===== config.mk =====
export PLATFORM = sky130hd
export DESIGN_NAME = iir_direct_form_one_filter_core_flat
export DESIGN_NICKNAME = d
export VERILOG_FILES = /design/src/rtl/iir_pkg.sv /design/src/rtl/iir_in_if.sv /design/src/rtl/iir_out_if.sv /design/src/rtl/iir_regs.sv /design/src/rtl/iir_ctrl.sv /design/src/rtl/iir_datapath.sv /design/src/rtl/iir_direct_form_one_filter_core.sv /design/src/flat_wrapper.sv
export SDC_FILE = /design/constraint.sdc
export NUM_CORES = 2
export LEC_CHECK = 0
export BUFFER_PORTS_ARGS = -buffer_cell sky130_fd_sc_hd__buf_2
export CELL_PAD_IN_SITES_DETAIL_PLACEMENT = 1
export CELL_PAD_IN_SITES_GLOBAL_PLACEMENT = 1
export CORE_MARGIN = 4
export CORE_UTILIZATION = 55
export CTS_CLUSTER_DIAMETER = 200
export DETAILED_ROUTE_END_ITERATION = 16
export GPL_TIMING_DRIVEN = 0
export PLACE_DENSITY_LB_ADDON = 0.1
export SLEW_MARGIN = 0
export SYNTH_ARGS = -nofsm -noshare
export SYNTH_HDL_FRONTEND = slang
export SYNTH_HIERARCHICAL = 1
export SYNTH_SLANG_ARGS = --single-unit

===== constraint.sdc =====
create_clock -name i_clk -period 15.3 [get_ports i_clk]
set_input_delay 0.765 -clock i_clk [delete_from_list [all_inputs] [get_ports i_clk]]
set_output_delay 0.765 -clock i_clk [all_outputs]
set_load 0.005 [all_outputs]

===== src/rtl/iir_pkg.sv =====
// ----------------------------------------------------------------------------
// iir_pkg
// Shared types and constants of the direct form I IIR filter core.
// ----------------------------------------------------------------------------
`default_nettype none

package iir_pkg;

    // Fixed-point format of coefficients and the accumulator
    localparam int COEFF_W   = 16;
    localparam int FRAC_BITS = 12;
    localparam int ACC_W     = 40;

    // Tap limits and the width of the term counter (2*MAX_ORDER+1 terms)
    localparam int MAX_ORDER = 8;
    localparam int TERM_W    = $clog2(2 * MAX_ORDER + 1);
    localparam int FB_IDX_W  = $clog2(MAX_ORDER);
    localparam int FF_IDX_W  = $clog2(MAX_ORDER + 1);

    // Register file geometry: 64-bit registers at 8-byte strides
    localparam int REG_W   = 64;
    localparam int PADDR_W = 6;
    localparam int LANES   = REG_W / COEFF_W;

    typedef logic signed [COEFF_W-1:0] t_coeff;

    typedef enum logic [2:0] {
        REG_FB_LOW     = 3'd0,
        REG_FB_HIGH    = 3'd1,
        REG_FF_FIRST   = 3'd2,
        REG_FF_SECOND  = 3'd3,
        REG_FF_LAST    = 3'd4
    } t_reg_idx;

    // Controller to datapath commands
    typedef struct packed {
        logic              load;    // capture the new sample, clear the accumulator
        logic              issue;   // multiply the selected term
        logic [TERM_W-1:0] term;    // term number, 0 is b0*u[n]
        logic              commit;  // saturate, write the output, shift the histories
    } t_ctrl_cmd;

    // Datapath to controller status
    typedef struct packed {
        logic out_free;             // output register can take a result this cycle
    } t_ctrl_sts;

endpackage

`default_nettype wire


===== src/rtl/iir_in_if.sv =====
// ----------------------------------------------------------------------------
// iir_in_if
// Input sample channel: valid/ready handshake with one signed sample.
// ----------------------------------------------------------------------------
`default_nettype none

interface iir_in_if #(
    parameter int SAMPLE_WIDTH = 16
);
    logic                           valid;
    logic                           ready;
    logic signed [SAMPLE_WIDTH-1:0] sample_in;

    modport source (output valid, output sample_in, input ready);
    modport sink   (input valid, input sample_in, output ready);
endinterface

`default_nettype wire


===== src/rtl/iir_out_if.sv =====
// ----------------------------------------------------------------------------
// iir_out_if
// Output sample channel: valid/ready handshake with a sample and a clip flag.
// ----------------------------------------------------------------------------
`default_nettype none

interface iir_out_if #(
    parameter int SAMPLE_WIDTH = 16
);
    logic                           valid;
    logic                           ready;
    logic signed [SAMPLE_WIDTH-1:0] sample_out;
    logic                           clipped;

    modport source (output valid, output sample_out, output clipped, input ready);
    modport sink   (input valid, input sample_out, input clipped, output ready);
endinterface

`default_nettype wire


===== src/rtl/iir_regs.sv =====
// ----------------------------------------------------------------------------
// iir_regs
// APB coefficient registers; unpacks the Q4.12 lanes into coefficient arrays.
// ----------------------------------------------------------------------------
`default_nettype none

module iir_regs (
    input  wire logic                        i_clk,
    input  wire logic                        i_rst_n,
    input  wire logic                        i_psel,
    input  wire logic                        i_penable,
    input  wire logic                        i_pwrite,
    input  wire logic [iir_pkg::PADDR_W-1:0] i_paddr,
    input  wire logic [iir_pkg::REG_W-1:0]   i_pwdata,
    output logic      [iir_pkg::REG_W-1:0]   o_prdata,
    output iir_pkg::t_coeff                  o_fb_coeff [iir_pkg::MAX_ORDER],
    output iir_pkg::t_coeff                  o_ff_coeff [iir_pkg::MAX_ORDER+1]
);
    import iir_pkg::*;

    logic [REG_W-1:0]   r_fb_low;
    logic [REG_W-1:0]   r_fb_high;
    logic [REG_W-1:0]   r_ff_first;
    logic [REG_W-1:0]   r_ff_second;
    logic [COEFF_W-1:0] r_ff_last;
    logic               w_wr;
    t_reg_idx           w_idx;

    assign w_wr  = i_psel && i_penable && i_pwrite;
    assign w_idx = t_reg_idx'(i_paddr[PADDR_W-1:3]);

    // Write the addressed register; drop writes beyond the list
    always_ff @(posedge i_clk) begin
        if (!i_rst_n) begin
            r_fb_low    <= '0;
            r_fb_high   <= '0;
            r_ff_first  <= '0;
            r_ff_second <= '0;
            r_ff_last   <= '0;
        end else if (w_wr) begin
            case (w_idx)
                REG_FB_LOW:    r_fb_low    <= i_pwdata;
                REG_FB_HIGH:   r_fb_high   <= i_pwdata;
                REG_FF_FIRST:  r_ff_first  <= i_pwdata;
                REG_FF_SECOND: r_ff_second <= i_pwdata;
                REG_FF_LAST:   r_ff_last   <= i_pwdata[COEFF_W-1:0];
                default: ;
            endcase
        end
    end

    // Read back the addressed register
    always_comb begin
        case (w_idx)
            REG_FB_LOW:    o_prdata = r_fb_low;
            REG_FB_HIGH:   o_prdata = r_fb_high;
            REG_FF_FIRST:  o_prdata = r_ff_first;
            REG_FF_SECOND: o_prdata = r_ff_second;
            REG_FF_LAST:   o_prdata = REG_W'(r_ff_last);
            default:       o_prdata = '0;
        endcase
    end

    // Unpack lanes, lowest lane first
    always_comb begin
        for (int i = 0; i < LANES; i++) begin
            o_fb_coeff[i]         = r_fb_low[COEFF_W*i +: COEFF_W];
            o_fb_coeff[i+LANES]   = r_fb_high[COEFF_W*i +: COEFF_W];
            o_ff_coeff[i]         = r_ff_first[COEFF_W*i +: COEFF_W];
            o_ff_coeff[i+LANES]   = r_ff_second[COEFF_W*i +: COEFF_W];
        end
        o_ff_coeff[MAX_ORDER] = r_ff_last;
    end

endmodule

`default_nettype wire


===== src/rtl/iir_ctrl.sv =====
// ----------------------------------------------------------------------------
// iir_ctrl
// Sequencer: accepts an item, steps the shared MAC through all terms,
// drains the product register and commits the result.
// ----------------------------------------------------------------------------
`default_nettype none

module iir_ctrl #(
    parameter int ORDER = 8
) (
    input  wire logic               i_clk,
    input  wire logic               i_rst_n,
    input  wire logic               i_in_valid,
    output logic                    o_in_ready,
    input  wire iir_pkg::t_ctrl_sts i_sts,
    output iir_pkg::t_ctrl_cmd      o_cmd
);
    import iir_pkg::*;

    localparam logic [TERM_W-1:0] LAST_TERM = TERM_W'(2 * ORDER);

    typedef enum logic [1:0] {
        S_IDLE,
        S_MAC,
        S_DRAIN,
        S_COMMIT
    } t_state;

    t_state            r_state;
    t_state            n_state;
    logic [TERM_W-1:0] r_term;
    logic [TERM_W-1:0] n_term;

    // Decode commands and next state
    always_comb begin
        n_state      = r_state;
        n_term       = r_term;
        o_in_ready   = 1'b0;
        o_cmd        = '0;
        o_cmd.term   = r_term;
        case (r_state)
            S_IDLE: begin
                o_in_ready = 1'b1;
                o_cmd.load = i_in_valid;
                if (i_in_valid) begin
                    n_term  = '0;
                    n_state = S_MAC;
                end
            end
            S_MAC: begin
                o_cmd.issue = 1'b1;
                if (r_term == LAST_TERM) begin
                    n_state = S_DRAIN;
                end else begin
                    n_term = r_term + 1'b1;
                end
            end
            S_DRAIN: begin
                n_state = S_COMMIT;
            end
            S_COMMIT: begin
                o_cmd.commit = i_sts.out_free;
                if (i_sts.out_free) begin
                    n_state = S_IDLE;
                end
            end
            default: n_state = S_IDLE;
        endcase
    end

    // Hold state and term counter
    always_ff @(posedge i_clk) begin
        if (!i_rst_n) begin
            r_state <= S_IDLE;
            r_term  <= '0;
        end else begin
            r_state <= n_state;
            r_term  <= n_term;
        end
    end

endmodule

`default_nettype wire


===== src/rtl/iir_datapath.sv =====
// ----------------------------------------------------------------------------
// iir_datapath
// Sample histories, shared multiplier with product register, 40-bit
// accumulator, shift and saturation, and the output register.
// ----------------------------------------------------------------------------
`default_nettype none

module iir_datapath #(
    parameter int ORDER        = 8,
    parameter int SAMPLE_WIDTH = 16
) (
    input  wire logic                           i_clk,
    input  wire logic                           i_rst_n,
    input  wire iir_pkg::t_ctrl_cmd             i_cmd,
    output iir_pkg::t_ctrl_sts                  o_sts,
    input  wire iir_pkg::t_coeff                i_fb_coeff [iir_pkg::MAX_ORDER],
    input  wire iir_pkg::t_coeff                i_ff_coeff [iir_pkg::MAX_ORDER+1],
    input  wire logic signed [SAMPLE_WIDTH-1:0] i_sample_in,
    output logic                                o_out_valid,
    input  wire logic                           i_out_ready,
    output logic signed [SAMPLE_WIDTH-1:0]      o_sample_out,
    output logic                                o_clipped
);
    import iir_pkg::*;

    localparam int IDX_W  = (ORDER > 1) ? $clog2(ORDER) : 1;
    localparam int PROD_W = COEFF_W + SAMPLE_WIDTH;
    localparam int SH_W   = ACC_W - FRAC_BITS;

    logic signed [SAMPLE_WIDTH-1:0] r_u_hist [ORDER];
    logic signed [SAMPLE_WIDTH-1:0] r_y_hist [ORDER];
    logic signed [SAMPLE_WIDTH-1:0] r_u_cur;
    logic signed [ACC_W-1:0]        r_prod;
    logic                           r_prod_vld;
    logic signed [ACC_W-1:0]        r_acc;
    logic                           r_out_valid;
    logic signed [SAMPLE_WIDTH-1:0] r_out_sample;
    logic                           r_out_clip;

    logic [TERM_W-1:0]              w_term_m1;
    logic [IDX_W-1:0]               w_hist_idx;
    t_coeff                         w_coeff;
    logic signed [SAMPLE_WIDTH-1:0] w_samp;
    logic signed [PROD_W-1:0]       w_prod;
    logic signed [ACC_W-1:0]        w_prod_ext;
    logic signed [SH_W-1:0]         w_shift;
    logic signed [SAMPLE_WIDTH-1:0] w_y;
    logic                           w_clip;

    // Select coefficient and sample for the current term
    assign w_term_m1  = i_cmd.term - 1'b1;
    assign w_hist_idx = w_term_m1[IDX_W:1];

    always_comb begin
        if (i_cmd.term == '0) begin
            w_coeff = i_ff_coeff[0];
            w_samp  = r_u_cur;
        end else if (i_cmd.term[0]) begin
            w_coeff = i_fb_coeff[w_term_m1[FB_IDX_W:1]];
            w_samp  = r_y_hist[w_hist_idx];
        end else begin
            w_coeff = i_ff_coeff[i_cmd.term[FF_IDX_W:1]];
            w_samp  = r_u_hist[w_hist_idx];
        end
    end

    assign w_prod = w_coeff * w_samp;

    // Fit the product to the accumulator width (wrap when wider)
    generate
        if (PROD_W >= ACC_W) begin : g_prod_trunc
            assign w_prod_ext = w_prod[ACC_W-1:0];
        end else begin : g_prod_sext
            assign w_prod_ext = ACC_W'(w_prod);
        end
    endgenerate

    // Shift right by the fraction bits, then saturate to the sample width
    assign w_shift = r_acc[ACC_W-1:FRAC_BITS];

    generate
        if (SAMPLE_WIDTH >= SH_W) begin : g_sat_none
            assign w_y    = SAMPLE_WIDTH'(w_shift);
            assign w_clip = 1'b0;
        end else begin : g_sat
            logic [SH_W-SAMPLE_WIDTH:0] w_hi;
            logic                       w_fits;
            assign w_hi   = w_shift[SH_W-1:SAMPLE_WIDTH-1];
            assign w_fits = (&w_hi) || !(|w_hi);
            assign w_clip = !w_fits;
            always_comb begin
                if (w_fits) begin
                    w_y = w_shift[SAMPLE_WIDTH-1:0];
                end else if (w_shift[SH_W-1]) begin
                    w_y = {1'b1, {(SAMPLE_WIDTH-1){1'b0}}};
                end else begin
                    w_y = {1'b0, {(SAMPLE_WIDTH-1){1'b1}}};
                end
            end
        end
    endgenerate

    // Register the product, accumulate it in the following cycle
    always_ff @(posedge i_clk) begin
        if (!i_rst_n) begin
            r_prod_vld <= 1'b0;
        end else begin
            r_prod_vld <= i_cmd.issue;
        end
        r_prod <= w_prod_ext;
        if (i_cmd.load) begin
            r_u_cur <= i_sample_in;
            r_acc   <= '0;
        end else if (r_prod_vld) begin
            r_acc <= r_acc + r_prod;
        end
    end

    // Shift both histories on commit
    always_ff @(posedge i_clk) begin
        if (!i_rst_n) begin
            for (int i = 0; i < ORDER; i++) begin
                r_u_hist[i] <= '0;
                r_y_hist[i] <= '0;
            end
        end else if (i_cmd.commit) begin
            r_u_hist[0] <= r_u_cur;
            r_y_hist[0] <= w_y;
            for (int i = 1; i < ORDER; i++) begin
                r_u_hist[i] <= r_u_hist[i-1];
                r_y_hist[i] <= r_y_hist[i-1];
            end
        end
    end

    // Output register: load on commit, drop when taken
    always_ff @(posedge i_clk) begin
        if (!i_rst_n) begin
            r_out_valid <= 1'b0;
        end else if (i_cmd.commit) begin
            r_out_valid <= 1'b1;
        end else if (i_out_ready) begin
            r_out_valid <= 1'b0;
        end
        if (i_cmd.commit) begin
            r_out_sample <= w_y;
            r_out_clip   <= w_clip;
        end
    end

    assign o_sts.out_free = !r_out_valid || i_out_ready;
    assign o_out_valid    = r_out_valid;
    assign o_sample_out   = r_out_sample;
    assign o_clipped      = r_out_clip;

endmodule

`default_nettype wire


===== src/rtl/iir_direct_form_one_filter_core.sv =====
// ----------------------------------------------------------------------------
// iir_direct_form_one_filter_core
// Direct form I IIR filter, up to eight feedback and nine forward taps.
// ----------------------------------------------------------------------------
// One input sample gives one output sample. A single shared multiplier
// works through the terms one per cycle: the sample is accepted, its
// 2*ORDER+1 terms are multiplied, the last product is added, and the
// result is saturated and committed; no new sample is taken before the
// commit, which waits while the previous result still sits unread in the
// output register. Feedback terms are added, not subtracted. Coefficients
// are signed Q4.12, up to four to a 64-bit register at byte address 8*i,
// and are written over APB only while the core is idle; the user must keep
// to this, the core does not enforce it. The 40-bit sum is shifted right
// by 12 and saturated; clipped flags saturation. Lower orders are set by writing zero coefficients.
// ----------------------------------------------------------------------------
`default_nettype none

module iir_direct_form_one_filter_core #(
    parameter int ORDER        = 8,
    parameter int SAMPLE_WIDTH = 16
) (
    input  wire logic                        i_clk,
    input  wire logic                        i_rst_n,
    iir_in_if.sink                           i_sample,
    iir_out_if.source                        o_result,
    input  wire logic                        psel,
    input  wire logic                        penable,
    input  wire logic                        pwrite,
    input  wire logic [iir_pkg::PADDR_W-1:0] paddr,
    input  wire logic [iir_pkg::REG_W-1:0]   pwdata,
    output logic      [iir_pkg::REG_W-1:0]   prdata,
    output logic                             pready
);
    import iir_pkg::*;

    t_ctrl_cmd w_cmd;
    t_ctrl_sts w_sts;
    t_coeff    w_fb_coeff [MAX_ORDER];
    t_coeff    w_ff_coeff [MAX_ORDER+1];
    logic      w_in_ready;

    assign pready         = 1'b1;
    assign i_sample.ready = w_in_ready;

    // Coefficient registers
    iir_regs u_regs (
        .i_clk      (i_clk),
        .i_rst_n    (i_rst_n),
        .i_psel     (psel),
        .i_penable  (penable),
        .i_pwrite   (pwrite),
        .i_paddr    (paddr),
        .i_pwdata   (pwdata),
        .o_prdata   (prdata),
        .o_fb_coeff (w_fb_coeff),
        .o_ff_coeff (w_ff_coeff)
    );

    // Sequencer
    iir_ctrl #(
        .ORDER (ORDER)
    ) u_ctrl (
        .i_clk      (i_clk),
        .i_rst_n    (i_rst_n),
        .i_in_valid (i_sample.valid),
        .o_in_ready (w_in_ready),
        .i_sts      (w_sts),
        .o_cmd      (w_cmd)
    );

    // Datapath
    iir_datapath #(
        .ORDER        (ORDER),
        .SAMPLE_WIDTH (SAMPLE_WIDTH)
    ) u_datapath (
        .i_clk        (i_clk),
        .i_rst_n      (i_rst_n),
        .i_cmd        (w_cmd),
        .o_sts        (w_sts),
        .i_fb_coeff   (w_fb_coeff),
        .i_ff_coeff   (w_ff_coeff),
        .i_sample_in  (i_sample.sample_in),
        .o_out_valid  (o_result.valid),
        .i_out_ready  (o_result.ready),
        .o_sample_out (o_result.sample_out),
        .o_clipped    (o_result.clipped)
    );

endmodule

`default_nettype wire

===== src/flat_wrapper.sv =====
// flat-port wrapper written by rule: the top's interface ports become plain ports
module iir_direct_form_one_filter_core_flat import iir_pkg::*;
#(
    parameter int ORDER        = 8,
    parameter int SAMPLE_WIDTH = 16
)
  (i_clk, i_rst_n, psel, penable, pwrite, paddr, pwdata, prdata, pready, i_sample_valid, i_sample_sample_in, i_sample_ready, o_result_valid, o_result_sample_out, o_result_clipped, o_result_ready);
  iir_in_if #(.SAMPLE_WIDTH(SAMPLE_WIDTH)) i_sample_i ();
  iir_out_if #(.SAMPLE_WIDTH(SAMPLE_WIDTH)) o_result_i ();
  input  wire logic i_clk;
  input  wire logic i_rst_n;
  input  wire logic psel;
  input  wire logic penable;
  input  wire logic pwrite;
  input  wire logic [iir_pkg::PADDR_W-1:0] paddr;
  input  wire logic [iir_pkg::REG_W-1:0] pwdata;
  output logic      [iir_pkg::REG_W-1:0] prdata;
  output logic pready;
  input wire logic [$bits(i_sample_i.valid)-1:0] i_sample_valid;
  input wire logic [$bits(i_sample_i.sample_in)-1:0] i_sample_sample_in;
  output wire logic [$bits(i_sample_i.ready)-1:0] i_sample_ready;
  output wire logic [$bits(o_result_i.valid)-1:0] o_result_valid;
  output wire logic [$bits(o_result_i.sample_out)-1:0] o_result_sample_out;
  output wire logic [$bits(o_result_i.clipped)-1:0] o_result_clipped;
  input wire logic [$bits(o_result_i.ready)-1:0] o_result_ready;
  assign i_sample_i.valid = i_sample_valid;
  assign i_sample_i.sample_in = i_sample_sample_in;
  assign i_sample_ready = i_sample_i.ready;
  assign o_result_valid = o_result_i.valid;
  assign o_result_sample_out = o_result_i.sample_out;
  assign o_result_clipped = o_result_i.clipped;
  assign o_result_i.ready = o_result_ready;
  iir_direct_form_one_filter_core #(.ORDER(ORDER), .SAMPLE_WIDTH(SAMPLE_WIDTH)) u_core (.i_clk(i_clk), .i_rst_n(i_rst_n), .i_sample(i_sample_i), .o_result(o_result_i), .psel(psel), .penable(penable), .pwrite(pwrite), .paddr(paddr), .pwdata(pwdata), .prdata(prdata), .pready(pready));
endmodule

Yosys cells after proc, flatten, opt, wreduce, memory -nomap -nowiden. Memories as Yosys holds them, arrays and structs flattened. Cells that the tools add are included.

$add $sub $neg: 3. Multiply operators: 1. Order comparisons: 2. Equal/unequal tests: 12. Muxes and demuxes: 46. Bitwise operators: 18. Reductions and logical operators: 21.

Operators by type and width (number): $mux W16 (26); $pmux W64 S5 (1); $bmux W16 S4 (1); $bmux W16 S3 (1); $add A40 B32 Y40 (1); $mul A16 B16 Y32 (1); $or A1 B1 Y1 (16); $reduce_and A13 Y1 (1); $reduce_or A13 Y1 (1); $mux W1 (10); $mux W5 (2); $pmux W5 S2 (1); $reduce_and A2 Y1 (5); $ne A2 B2 Y1 const B (4); $pmux W2 S4 (1); $eq A3 B2 Y1 const B (2); $mux W2 (3); $reduce_and A3 Y1 (2); $add A5 B1 Y5 const B (1); $eq A5 B5 Y1 const B (1); $ge A5 B5 Y1 const B (1); $logic_not A5 Y1 (1); $not A4 Y5 (1); $eq A2 B2 Y1 const B (2); 12 further kinds (17).

Register bits: 386. RAM bits: 256. Input bits: 93. Output and inout bits: 84. Logic and storage cells: 119. Memories: 2.

Memory list: u_core.u_datapath.r_u_hist (depth 8, width 16, read ports 8, clocked after memory_dff 0, write ports 8, RTL line iir_datapath.sv:30) `logic signed [SAMPLE_WIDTH-1:0] r_u_hist [ORDER];`; u_core.u_datapath.r_y_hist (depth 8, width 16, read ports 8, clocked after memory_dff 0, write ports 8, RTL line iir_datapath.sv:31) `logic signed [SAMPLE_WIDTH-1:0] r_y_hist [ORDER];`.

Longest topological paths before layout.
Depth after elaboration: 8. Gate-level depth with buffers: 39. Depth with buffers taken out: 30.

Cells and area by module. The synthesis kept the hierarchy.

By module, submodules not included: iir_datapath (instances 1, cells an instance 2510, area an instance 29273.1 um^2, seq. area each 10159.7 um^2); iir_regs (instances 1, cells an instance 1146, area an instance 12052.8 um^2, seq. area each 5445.2 um^2); iir_ctrl (instances 1, cells an instance 57, area an instance 484.2 um^2, seq. area each 140.1 um^2); iir_direct_form_one_filter_core (instances 1, cells an instance 2, area an instance 11.3 um^2, seq. area each 0.0 um^2).

Worst setup path before layout. Ideal clock, no wire load.

Kind: register -> register. From: reg u_core.u_ctrl.r_term[0]. To: reg u_core.u_datapath.r_prod[24]. Setup time: 0.115 ns. Arrival time: 9.046 ns. Required time: 15.185 ns. Setup slack: 6.139 ns. Cell stages (with the launch flop): 35. Path buffers: 7. Period minus slack after synthesis: 9.161 ns. Path through: dfxtp_1 clkbuf_1 clkbuf_1 inv_1 ha_1 buf_4 buf_6 buf_6 buf_2 mux4_1 mux4_2 mux2i_4 buf_4 nor2_1 fa_1 inv_1 fa_1 fa_1 inv_1 fa_1 fa_1 inv_1 fa_1 inv_1 ha_1 a21oi_1 o21bai_1 a21o_1 a21o_1 a2111oi_4 nor2_1 o21a_1 o21a_1 or3_1 and2_1.

Cells in the longest elaborated chain, start to end: 8. Elaborated cells between the ends (all ways): 13. Those cells by class: add/sub: 1; mul: 1; mux: 7; bitwise: 1; reduce/logical: 1; memory: 2.

RTL lines: start: declaration (RTL line iir_ctrl.sv:31) `logic [TERM_W-1:0] r_term;`; start signal: assignment (RTL line iir_ctrl.sv:78) `r_term <= n_term;`; $sub A4 B1 Y4 (RTL line iir_datapath.sv:51) `assign w_term_m1 = i_cmd.term - 1'b1;`; $not A3 Y4 (not written as such) (RTL line iir_datapath.sv:59) `w_coeff = i_fb_coeff[w_term_m1[FB_IDX_W:1]];`; $bmux W16 S3 (RTL line iir_datapath.sv:59); $mux W16 (not written as such) (2 in series) (RTL line iir_datapath.sv:59); $mux W16 (RTL line iir_datapath.sv:58) `end else if (i_cmd.term[0]) begin`; $mux W16 (RTL line iir_datapath.sv:55) `if (i_cmd.term == '0) begin`; $mul A16 B16 Y32 (*) (RTL line iir_datapath.sv:67) `assign w_prod = w_coeff * w_samp;`; named net u_core.u_datapath.w_prod[24] (RTL line iir_datapath.sv:44) `logic signed [PROD_W-1:0] w_prod;`; end signal: assignment (RTL line iir_datapath.sv:110) `r_prod <= w_prod_ext;`; end: declaration (RTL line iir_datapath.sv:33) `logic signed [ACC_W-1:0] r_prod;`.

Mark *: on every way through the listed nets, which the timed path passes. The rest lies on a longest branch. The select of a mux whose other input is x is not followed. A chain may end at the register's enable or synchronous reset.

Worst setup path after layout.
From: reg u_core.u_ctrl.r_term[0]. To: reg u_core/u_datapath/r_prod[31] (netlist name).

Cells in the longest elaborated chain, start to end: 8. Elaborated cells between the ends (all ways): 13. Those cells by class: add/sub: 1; mul: 1; mux: 7; bitwise: 1; reduce/logical: 1; memory: 2.

RTL lines (RTL line): $sub A4 B1 Y4 (iir_datapath.sv:51); $not A3 Y4 (not written as such) (iir_datapath.sv:59); $bmux W16 S3 (iir_datapath.sv:59); $mux W16 (not written as such) (2 in series) (iir_datapath.sv:59); $mux W16 (iir_datapath.sv:58); $mux W16 (iir_datapath.sv:55); $mul A16 B16 Y32 (*) (iir_datapath.sv:67); named net u_core.u_datapath.w_prod[31] (iir_datapath.sv:44).

Marked as above.

==> key figures <==
Hold path
  – Hold path startpoint: i_sample_sample_in[1]
  – Hold Path Stages: 1
  – WHS Endpoint: u_core/u_datapath/r_u_cur[1]$_DFFE_PP_
  – Worst hold-check path type: in -> reg

Synthesis
  – Post-Syn Instances: 3715
  – Syn avg cell area: 11.26 µm²
  – Async S/R FF share, synth: 0
  – Main area contributors after synthesis: edfxtp_1, dfxtp_1, fa_1
  – Number of synthesized register bits: 642
  – Share of the synthesized area in the top cell type: 0.2075
  – Synth warn: 6
  – Synth Cell Area: 41820 µm²
  – Syn nets: 4201
  – Post-synth cell types: 76
  – Synth cell count leaders: nand2_1, dfxtp_1, inv_1
  – Seq/Total Area, Yosys: 0.3765
  – Area leader, netlist: edfxtp_1
  – Most frequent cell after synthesis: nand2_1
  – Number of synthesized flops with an enable pin: 289
  – Ys flop type: dfxtp_1

Worst setup path
  – Critical path type: reg -> reg
  – Crit path launch type: flip-flop
  – CP Capture Type: flip-flop
  – Critical Path Max Stage Delay: 1.21 ns
  – CP Data Required Time: 15.82 ns
  – Family with the most delay on the worst path: buffers and inverters
  – Max FO, Critical Path: 10
  – R2r setup slk: 2.20 ns
  – R2r startpoint: u_core/u_ctrl/r_term[0]$_SDFFE_PN0P_
  – CP bufs+invs: 13
  – Slowest-stage cell, CP: a21oi_1
  – Critical R2R Capture: u_core/u_datapath/r_prod[31]$_DFF_P_
  – Most frequent CP cell: fa_1
  – Worst r2r path cells: 35
  – Critical Path AT: 13.62 ns

Power and ir drop
  – Worst vdd ir: 0.1203 mV
  – Sw frac: 0.4152
  – Pleak: 19.05 nW
  – Int Power: 4.198 mW
  – Comb pwr share: 0.455
  – Sequential Power Share: 0.302
  – Power share of the clock group: 0.243
  – Sw power: 2.980 mW
  – PwrDens: 154.9 nW/µm²

Finish
  – Final #Nets: 4448
  – FILL cells: 7844
  – Area Overhead vs Synth: 10.79%
  – Cell area after layout: 46340 µm²
  – Share of cells above drive strength 1: 0.1842
  – Layout Utilization: 0.6182

Clock network
  – Setup Fix Bufs, Post-CTS: 0
  – CTS tree: done
  – Root Buffer: clkbuf_16
  – Cts hold-fix bufs: 0
  – # clock sinks: 642
  – # resized after CTS: 0
  – Reg clk slew, reported paths: 0.06 ns
  – CTS buffer count: 71
  – H-tree levels: 3
  – Max Root-Sink Buffers: 3
  – Worst-Skew Late Latency: 0.63 ns

Detailed routing
  – Routed Antenna Nets: 0
  – Final wirelength: 150.7 mm
  – Length of the first detailed-routing pass in iterations: 6
  – DRC violations left: 0
  – Initial drt markers: 3482
  – Drt wl/cell: 30.19 µm
  – Drt via density: 6.486
  – Vias: 32387

Timing
  – Setup TNS: 0 ns
  – RSZ-0062 raised after global routing: no
  – Final worst path period need: 13.10 ns
  – Worst relative slew slack: -0.04244
  – F_max: 76.31 MHz
  – Layout Skew: 0.03050 ns
  – Final Hold Fails: 0
  – Slew Viols, Final: 24
  – Final critical-path share of the clock period: 0.8565
  – Slew @ Worst Pin: 1.564 ns
  – Setup Viol. Count Final: 0

Global routing
  – Vias in the first global route: 34357
  – Congestion Overflow GR: 0
  – GR Util All Layers: 0.3718
  – Global-route wire length before repair: 223.8 mm
  – Pin count of the biggest net entering global routing: 73
  – Initial antenna violation count: 13

Placement
  – Port bufs: 171
  – Area post-placement: 43980 µm²
  – GP Congestion: 0.9799
  – Final HPWL DP: 114.5 mm

Status
  – Status: complete, but fails checks
  – Violated checks: capacitance limit, slew limit

Die
  – Core box area: 74950 µm²
  – Die H: 283.8 µm
  – Starting Density: 0.5580
  – I/O pin cnt: 177
  – Cell Rows: 100
  – Chip width: 283.8 µm
  – Die area: 80510 µm²

Run
  – Maxcap violations: 3
stage by stage:
step,instances,setup slack (ns),hold WS (ns),total power [mW]
after CTS,4986,2.533,0.2873,7.128
after floorplan,3715,6.139,0.4404,4.193
after global placement,4855,2.785,0.4534,5.285
after global routing,4987,1.966,0.2963,7.486
after detailed placement,4858,2.671,0.4678,5.339
final,4993,2.196,0.3072,7.178
worst max path at each step:
stage	start	end	slack (ns)	cells after the start
detailed placement	u_core/u_ctrl/r_term[0]$_SDFFE_PN0P_	u_core/u_datapath/r_prod[31]$_DFF_P_	2.67	35
global route	u_core/u_ctrl/r_term[0]$_SDFFE_PN0P_	u_core/u_datapath/r_prod[31]$_DFF_P_	1.97	35
floorplan	u_core/u_ctrl/r_term[0]$_SDFFE_PN0P_	u_core/u_datapath/r_prod[24]$_DFF_P_	6.14	34
finish	u_core/u_ctrl/r_term[0]$_SDFFE_PN0P_	u_core/u_datapath/r_prod[31]$_DFF_P_	2.20	35
global placement	u_core/u_ctrl/r_term[0]$_SDFFE_PN0P_	u_core/u_datapath/r_prod[31]$_DFF_P_	2.79	35
CTS	u_core/u_ctrl/r_term[0]$_SDFFE_PN0P_	u_core/u_datapath/r_prod[31]$_DFF_P_	2.53	35
layer usage:
metal | share of wire | track usage
met5 | 0.00052 | 0
met2 | 0.45 | 0.5784
met4 | 0.072 | 0.2178
met3 | 0.090 | 0.07261
met1 | 0.39 | 0.4881
kinds of logic after synthesis:
family	Yosys count	share of synthesized area
XOR/XNOR	72	0.01526
buffers and inverters	574	0.06250
AO/OA/AOI/OAI	324	0.05200
flip-flops	642	0.3765
multiplexers	533	0.1893
adder cells (fa/ha/maj)	393	0.1650
AND/OR/NAND/NOR	1176	0.1394
other	1	0.00008967
power by group through the flow:
stage                     Sequential, mW  Combinational [mW]  Clock [mW]
after global routing                2.18                3.48        1.82
final                               2.17                3.26        1.74
after global placement              2.22                3.07           0
after floorplan                     2.15                2.04           0
after detailed placement            2.19                3.14           0
after CTS                           2.16                3.21        1.76
layout by cell type, fill, tap and decap left out, types with 12 or more instances in the layout:
master and n:
a211oi_1 27, a21o_1 45, a21oi_1 84, a22oi_1 30, a311oi_1 18, and2_1 81, and3_1 185, buf_2 220
buf_4 28, buf_6 39, clkbuf_1 131, clkbuf_16 73, dfxtp_1 353, edfxtp_1 289, fa_1 264, ha_1 129
inv_1 334, mux2_2 17, mux2i_1 311, mux2i_4 12, mux4_2 191, nand2_1 414, nand3_1 18, nor2_1 223
nor2b_1 72, nor3_1 15, o21ai_0 31, o22ai_1 21, or2_2 106, xnor2_1 48, xor2_1 23
flip-flops by register name, indices dropped and copies added (netlist names):
| register | cells |
|---|---|
| u_core/u_ctrl/r_state | 2 |
| u_core/u_ctrl/r_term | 5 |
| u_core/u_datapath/o_clipped | 1 |
| u_core/u_datapath/o_out_valid | 1 |
| u_core/u_datapath/o_sample_out | 16 |
| u_core/u_datapath/r_acc | 40 |
| u_core/u_datapath/r_prod | 32 |
| u_core/u_datapath/r_prod_vld | 1 |
| u_core/u_datapath/r_u_cur | 16 |
| u_core/u_datapath/r_u_hist | 128 |
| u_core/u_datapath/r_y_hist | 128 |
| u_core/u_regs/r_fb_high | 64 |
| u_core/u_regs/r_fb_low | 64 |
| u_core/u_regs/r_ff_first | 64 |
| u_core/u_regs/r_ff_last | 16 |
| u_core/u_regs/r_ff_second | 64 |
layout make-up:
cell class,instances,area (µm²),share of cell area
antenna,7,17.52,0.0003780
buffer,240,1360,0.02935
clock buffer,93,1962,0.04234
clock inverter,35,371.6,0.008020
inverter,334,1254,0.02706
multi-input combinational,2499,23480,0.5066
sequential,642,15750,0.3398
tap,969,1212,0.02617
timing repair buffer,174,938.4,0.02025
worst register-to-register path: cells and delay by family, from the launching register on:
family / cells / cell delay (ns)
buffers and inverters: 13 / 3.92
adder cells (fa/ha/maj): 8 / 3.78
AO/OA/AOI/OAI: 8 / 3.03
AND/OR/NAND/NOR: 4 / 0.71
flip-flops: 1 / 0.68
multiplexers: 1 / 0.65
XOR/XNOR: 1 / 0.25
Power figures use the tool's default switching activity.
